<file path="config.mk">
export PLATFORM = sky130hd
export DESIGN_NAME = hid_keyboard_report_builder_core
export DESIGN_NICKNAME = d
export VERILOG_FILES = /design/src/hkrb_pkg.sv /design/src/hkrb_slot_cell.sv /design/src/hid_keyboard_report_builder_core.sv
export VERILOG_INCLUDE_DIRS = /design/src /design/src/src
export SDC_FILE = /design/constraint.sdc
export NUM_CORES = 1
export LEC_CHECK = 0
export BUFFER_PORTS_ARGS = -buffer_cell sky130_fd_sc_hd__buf_2
export CORE_ASPECT_RATIO = 0.9
export CORE_MARGIN = 1
export CORE_UTILIZATION = 50
export DETAILED_ROUTE_END_ITERATION = 10
export GPL_TIMING_DRIVEN = 0
export HOLD_SLACK_MARGIN = 0.05
export PLACE_DENSITY = 0.76
export SLEW_MARGIN = 25
export SYNTH_ARGS = -nofsm -noshare
export SYNTH_HDL_FRONTEND = slang
export SYNTH_SLANG_ARGS = --single-unit
</file>
<file path="constraint.sdc">
create_clock -name clk -period 2.2 [get_ports clk]
set_input_delay 0 -clock clk [delete_from_list [all_inputs] [get_ports clk]]
set_output_delay 0 -clock clk [all_outputs]
set_load 0.03 [all_outputs]
</file>
<file path="src/hid_keyboard_report_builder_core_defines.svh">
// assertion macros for the core rtl file
`ifndef HID_KEYBOARD_REPORT_BUILDER_CORE_DEFINES_SVH
`define HID_KEYBOARD_REPORT_BUILDER_CORE_DEFINES_SVH

`ifndef ASSERT_OFF

// property must hold at every edge out of reset
`define HKRB_ASSERT(lbl, clk, rstn, expr) \
    lbl: assert property (@(posedge clk) disable iff (!rstn) (expr)) \
        else $error("hkrb check failed");

// consequent must hold in the cycle after the antecedent
`define HKRB_ASSERT_NEXT(lbl, clk, rstn, ante, cons) \
    lbl: assert property (@(posedge clk) disable iff (!rstn) (ante) |=> (cons)) \
        else $error("hkrb check failed");

`else

`define HKRB_ASSERT(lbl, clk, rstn, expr)
`define HKRB_ASSERT_NEXT(lbl, clk, rstn, ante, cons)

`endif

`endif

</file>
<file path="src/hkrb_pkg.sv">
package hkrb_pkg;

    // event kinds
    localparam logic [1:0] KIND_PRESS   = 2'd0;
    localparam logic [1:0] KIND_RELEASE = 2'd1;
    localparam logic [1:0] KIND_CLEAR   = 2'd2;

    // first modifier usage code
    localparam logic [7:0] MOD_BASE   = 8'hE0;
    localparam logic [4:0] MOD_PREFIX = MOD_BASE[7:3];

    // slot fields carried in one report
    localparam int OUT_SLOTS = 6;

    typedef struct packed {
        logic [1:0] kind;
        logic [7:0] key_code;
    } event_t;

    typedef struct packed {
        logic [7:0] modifiers;
        logic [7:0] slot_0;
        logic [7:0] slot_1;
        logic [7:0] slot_2;
        logic [7:0] slot_3;
        logic [7:0] slot_4;
        logic [7:0] slot_5;
    } report_t;

    // broadcast control to every slot cell
    typedef struct packed {
        logic       en;
        logic       press;
        logic       release_key;
        logic       clear;
        logic [7:0] code;
    } cell_ctrl_t;

endpackage

</file>
<file path="src/hkrb_slot_cell.sv">
module hkrb_slot_cell (
    input  logic               clk,
    input  logic               rst_n,
    input  hkrb_pkg::cell_ctrl_t ctrl,
    input  logic               done_in,
    output logic               done_out,
    input  logic               hit_in,
    output logic               hit_out,
    input  logic [7:0]         right_slot,
    output logic [7:0]         slot,
    output logic [7:0]         slot_next
);

    logic [7:0] slot_reg;
    logic       match;
    logic       empty;

    // compare against the broadcast code
    assign match = (slot_reg == ctrl.code);
    assign empty = (slot_reg == 8'd0);

    // press scan stops at a match or the first empty slot
    assign done_out = done_in | match | empty;
    // release: this slot and all later ones pull from the right
    assign hit_out  = hit_in | match;

    // next slot value
    always_comb
    begin
        slot_next = slot_reg;
        if (ctrl.clear)
        begin
            slot_next = 8'd0;
        end
        else if (ctrl.press && empty && !done_in)
        begin
            slot_next = ctrl.code;
        end
        else if (ctrl.release_key && (hit_in || match))
        begin
            slot_next = right_slot;
        end
    end

    // slot storage
    always_ff @(posedge clk or negedge rst_n)
    begin
        if (!rst_n)
        begin
            slot_reg <= 8'd0;
        end
        else if (ctrl.en)
        begin
            slot_reg <= slot_next;
        end
    end

    assign slot = slot_reg;

endmodule

</file>
<file path="src/hid_keyboard_report_builder_core.sv">
// a report becomes valid in the cycle after its event item is accepted
// throughput: one item per cycle while reports are taken as they appear
// the slot cell chain settles press, release and compaction combinationally
// reset clears the modifier mask, every key slot and the report register
`include "hid_keyboard_report_builder_core_defines.svh"

module hid_keyboard_report_builder_core #(
    parameter int KEY_SLOTS = 6
) (
    input  logic             clk,
    input  logic             rst_n,
    input  logic             event_valid,
    output logic             event_ready,
    input  hkrb_pkg::event_t event_item,
    output logic             report_valid,
    input  logic             report_ready,
    output hkrb_pkg::report_t report_item
);

    logic                 accept;
    logic                 code_is_key;
    logic                 code_is_mod;
    hkrb_pkg::cell_ctrl_t ctrl;
    logic [7:0]           mask_reg;
    logic [7:0]           mask_next;
    hkrb_pkg::report_t    report_reg;
    logic                 report_valid_reg;
    logic [7:0]           slot_cur  [KEY_SLOTS];
    logic [7:0]           slot_nxt  [KEY_SLOTS];
    logic [7:0]           right_val [KEY_SLOTS];
    logic                 done_c    [KEY_SLOTS+1];
    logic                 hit_c     [KEY_SLOTS+1];
    logic [7:0]           rpt_slot  [hkrb_pkg::OUT_SLOTS];
    logic [KEY_SLOTS-1:0] empty_vec;

    // handshake: output register frees up when taken
    assign event_ready = !report_valid_reg || report_ready;
    assign accept      = event_valid && event_ready;

    // decode the event
    assign code_is_key = (event_item.key_code != 8'd0) &&
                         (event_item.key_code < hkrb_pkg::MOD_BASE);
    assign code_is_mod = (event_item.key_code[7:3] == hkrb_pkg::MOD_PREFIX);

    assign ctrl.en          = accept;
    assign ctrl.press       = accept && code_is_key &&
                              (event_item.kind == hkrb_pkg::KIND_PRESS);
    assign ctrl.release_key = accept && code_is_key &&
                              (event_item.kind == hkrb_pkg::KIND_RELEASE);
    assign ctrl.clear       = accept && (event_item.kind == hkrb_pkg::KIND_CLEAR);
    assign ctrl.code        = event_item.key_code;

    // modifier mask next value
    always_comb
    begin
        mask_next = mask_reg;
        unique case (event_item.kind)
            hkrb_pkg::KIND_PRESS:
            begin
                if (code_is_mod)
                begin
                    mask_next[event_item.key_code[2:0]] = 1'b1;
                end
            end
            hkrb_pkg::KIND_RELEASE:
            begin
                if (code_is_mod)
                begin
                    mask_next[event_item.key_code[2:0]] = 1'b0;
                end
            end
            hkrb_pkg::KIND_CLEAR:
            begin
                mask_next = 8'd0;
            end
            default:
            begin
                mask_next = mask_reg;
            end
        endcase
    end

    always_ff @(posedge clk or negedge rst_n)
    begin
        if (!rst_n)
        begin
            mask_reg <= 8'd0;
        end
        else if (accept)
        begin
            mask_reg <= mask_next;
        end
    end

    // chain ends
    assign done_c[0] = 1'b0;
    assign hit_c[0]  = 1'b0;

    // row of slot cells
    for (genvar i = 0; i < KEY_SLOTS; i++)
    begin : g_cell
        if (i == KEY_SLOTS - 1)
        begin : g_last
            assign right_val[i] = 8'd0;
        end
        else
        begin : g_mid
            assign right_val[i] = slot_cur[i+1];
        end

        hkrb_slot_cell u_cell (
            .clk        (clk),
            .rst_n      (rst_n),
            .ctrl       (ctrl),
            .done_in    (done_c[i]),
            .done_out   (done_c[i+1]),
            .hit_in     (hit_c[i]),
            .hit_out    (hit_c[i+1]),
            .right_slot (right_val[i]),
            .slot       (slot_cur[i]),
            .slot_next  (slot_nxt[i])
        );

        assign empty_vec[i] = (slot_cur[i] == 8'd0);
    end

    // report slot fields, zero past the last cell
    for (genvar j = 0; j < hkrb_pkg::OUT_SLOTS; j++)
    begin : g_rpt
        if (j < KEY_SLOTS)
        begin : g_used
            assign rpt_slot[j] = slot_nxt[j];
        end
        else
        begin : g_unused
            assign rpt_slot[j] = 8'd0;
        end
    end

    // report register
    always_ff @(posedge clk or negedge rst_n)
    begin
        if (!rst_n)
        begin
            report_valid_reg <= 1'b0;
        end
        else if (accept)
        begin
            report_valid_reg <= 1'b1;
        end
        else if (report_ready)
        begin
            report_valid_reg <= 1'b0;
        end
    end

    always_ff @(posedge clk or negedge rst_n)
    begin
        if (!rst_n)
        begin
            report_reg <= '0;
        end
        else if (accept)
        begin
            report_reg.modifiers <= mask_next;
            report_reg.slot_0    <= rpt_slot[0];
            report_reg.slot_1    <= rpt_slot[1];
            report_reg.slot_2    <= rpt_slot[2];
            report_reg.slot_3    <= rpt_slot[3];
            report_reg.slot_4    <= rpt_slot[4];
            report_reg.slot_5    <= rpt_slot[5];
        end
    end

    assign report_valid = report_valid_reg;
    assign report_item  = report_reg;

    // checks
    `HKRB_ASSERT(a_slots_packed, clk, rst_n, (((empty_vec << 1) & ~empty_vec) == '0))
    `HKRB_ASSERT_NEXT(a_accept_gives_report, clk, rst_n, accept, report_valid_reg)
    `HKRB_ASSERT_NEXT(a_clear_empties, clk, rst_n, ctrl.clear, report_reg == '0)

endmodule
</file>
==> reports/results.ini <==
[clock_network]
htreeDepth = 3
cts_tree = yes
cts_buffers = 9
clk_latency_ns = 0.34
clockRootBuffer = clkbuf_8
cts_buffer_depth = 2
clk_pin_slew_ns = 0.06
cts.sinks = 57

[global_route]
grt_overflow = 0
antenna_found_initial = 0
grt_pass1_wl_microns = 16610
track_usage_pct = 27.40
grt_pass1_vias = 3306
grt_max_degree = 58

[worst_setup_path]
reg2reg_to = g_cell[2].u_cell.slot[4]
rr_worst_depth = 8
slowest_delay_ns = 0.42
cpMostUsedCell = buf_12
crit_type = flip-flop to flip-flop
cp.arrival_ns = 2.49
slowest_stage = dfrtp_1
crit_chain = xor2_1 -> nor4_1 -> nand2_1 -> nor4bb_4 -> buf_12 -> nor3_4 -> buf_12 -> mux2_2
r2r_start = g_cell[0].u_cell.slot[2]
critical_path_required_ns = 2.42
reg2reg_slack_ns = -0.07
crit_path_end_kind = flip-flop
cp-start-kind = flip-flop
worstPathMaxFanout = 9

[synthesis]
syn-cell-area_sq_um = 3757
synth.avg_cell_area_sq_um = 9.323
synth.most_common_cell = nand2_1
synth_area_leaders = dfrtp_1 38%, mux2i_1 10%, nand2_1 6.4%
yosysWarnings = 0
synthTopCellsByCount = 64 x nand2_1, 57 x dfrtp_1, 39 x mux2i_1
synthCells = 403
yosys.area.top_type = dfrtp_1
synth_flop_cell = dfrtp_1
syn_nets = 421
synth_seq_cells = 57
synth_edf_count = 0
yosys.cell_types.count = 43
yosysTopAreaCellShare_pct = 37.96
async_reset_ff_share_pct = 100.0
ys_seq_area_share_pct = 37.96

[power]
p_leak_nw = 2.334
intPower_mw = 1.982
ir_drop_v = 0.0004464
swShare_pct = 32.34
p_per_area_nw_per_um2 = 619.8
pwr-share-comb_pct = 23.8
clkPwrFrac_pct = 35.6
p_seq_share_pct = 40.7
p_switching_mw = 0.9475

[placement]
pre_cts_ws_ns = -0.1118
io_buffers = 67
hpwl_microns = 7257
place_congestion = 0.8776

[timing]
clock-skew-final_ns = 0.005447
setup_ws_ns = -0.06532
finalSetupTns_ns = -0.7131
fmax_ghz = 0.4414
hold_slack_ns = 0.1174
finalSetupViolations = 16
rsz0062_at_grt = yes
post-route-period-util_pct = 103.0
drv_slew = 0
worst_slew_pin_slew_ns = 0.7371
layout_min_cycle_time_ns = 2.265
relSlewSlack_pct = 50.86
hold_violations = 0

[die]
start_util_pct = 52.56
io_pins = 72
core_area_sq_um = 7148
fp-row-count = 29
die_h_microns = 84.24
die_x_microns = 93.38
dieArea_sq_um = 7866

[worst_hold_path]
hold_end = report_item[48]
hold_path.class = primary input to flip-flop
hold_start = event_item[2]
worstHoldPathCells = 4

[route]
routedWlPerCell_microns = 18.65
dr.pass1.iters = 5
drc = 0
viasPerCell = 6.002
drt_iter0_drc = 288
routed_wl_microns = 11060
via_count = 3559
drtAntennaViolNets = 0

[cells_and_area]
area_growth_pct = 25.81
antenna_cells = 0
layout.nets = 513
layout-drive-gt1-share_pct = 30.40
final_util_pct = 66.13
largest_register_ffs = 40

[run_status]
violations = setup timing
outcome = finished with violations

[flow_run]
maxCapViolCount = 0

## layout by cell type, fill, tap and decap left out, types with 3 or more instances in the layout
cell / instances
xor2_1: 24
nand3_1: 3
nor4_1: 16
a21oi_1: 19
dfrtp_1: 52
nand4_1: 8
nor2_1: 14
dlygate4sd3_1: 3
mux2i_1: 39
nor3_1: 4
buf_12: 3
inv_1: 12
and2_1: 3
nand2_1: 64
nand2b_1: 4
mux2_2: 7
mux2_4: 9
xnor2_1: 24
nor2b_1: 3
buf_2: 74
buf_4: 19
dfrtp_2: 5
clkbuf_8: 12
o21ai_0: 12
clkbuf_1: 11
a31oi_1: 4
ha_1: 4
o31ai_1: 16
## cell type report
class	count	area, sq um
plain buffers	27	152.6
clock inverters	2	35.03
inverters	12	45.04
clock buffers	14	172.7
repair buffers	83	506.7
multi-input cells	305	2266
flip-flops and latches	57	1433
well taps	93	116.4
fillers	545	2421
## power groups by stage
stage / registers [mW] / logic [mW] / clock network (mW)
2_1_floorplan: 1.33 / 0.314 / 0
3_3_place_gp: 1.20 / 0.624 / 0
3_5_place_dp: 1.21 / 0.639 / 0
4_1_cts: 1.19 / 0.653 / 1.05
5_1_grt: 1.20 / 0.746 / 1.09
6_report: 1.19 / 0.696 / 1.04
## worst max-delay path, delay by kind of cell, from the launching register on
kind / cells / cell delay (ns)
mux: 1 / 0.33
buf+inv: 2 / 0.31
flops: 1 / 0.42
xor+xnor: 1 / 0.17
simple gates: 4 / 0.91
## worst max path at each step
stage                             startpoint                       end  slack (ns)  cells past startpoint
global route        g_cell[0].u_cell.slot[2]  g_cell[2].u_cell.slot[4]       -0.17                      8
CTS                 g_cell[0].u_cell.slot[7]  g_cell[3].u_cell.slot[0]       0.001                      8
finish              g_cell[0].u_cell.slot[2]  g_cell[2].u_cell.slot[4]       -0.07                      8
global placement    g_cell[0].u_cell.slot[6]  g_cell[2].u_cell.slot[3]       -0.06                      7
floorplan                       report_valid  g_cell[2].u_cell.slot[1]       0.008                      8
detailed placement  g_cell[0].u_cell.slot[7]  g_cell[1].u_cell.slot[6]       -0.11                      9
## repair_timing
action | 4_1_cts | 5_1_grt
hold buffers | 3 | 0
buffers inserted | 3 | 10
setup endpoints to repair | 32 | 47
hold endpoints to repair | 58 | 0
gates resized for setup | 3 | 33
pin swaps | 3 | 11
## layer usage
layer	vias to the layer above	GRT usage, %	routed length [microns]
li1	1595	-	-
met1	1734	38.21	4828
met2	202	42.11	5040
met3	28	6.522	935
met4	0	8.811	254
met5	-	0	0
## through the flow
stage	std cells	instance area, sq um	total power [mW]
5_1_grt	593	4727	3.035
3_3_place_gp	563	4222	1.828
2_1_floorplan	403	3770	1.646
3_5_place_dp	563	4224	1.847
6_report	593	4727	2.930
4_1_cts	585	4526	2.891
## cells by family (layout without fill, tap and decap cells)
kind of cell | count (synthesis) | after routing | share of synthesized area, %
AND/OR/NAND/NOR | 137 | 137 | 18.95
AO/OA/AOI/OAI | 61 | 61 | 10.02
flip-flops | 57 | 57 | 37.96
multiplexers | 55 | 55 | 15.18
XOR/XNOR | 48 | 48 | 11.19
buffers and inverters | 41 | 138 | 5.361
adder cells (fa/ha/maj) | 4 | 4 | 1.332
Power figures use the tool's default switching activity.
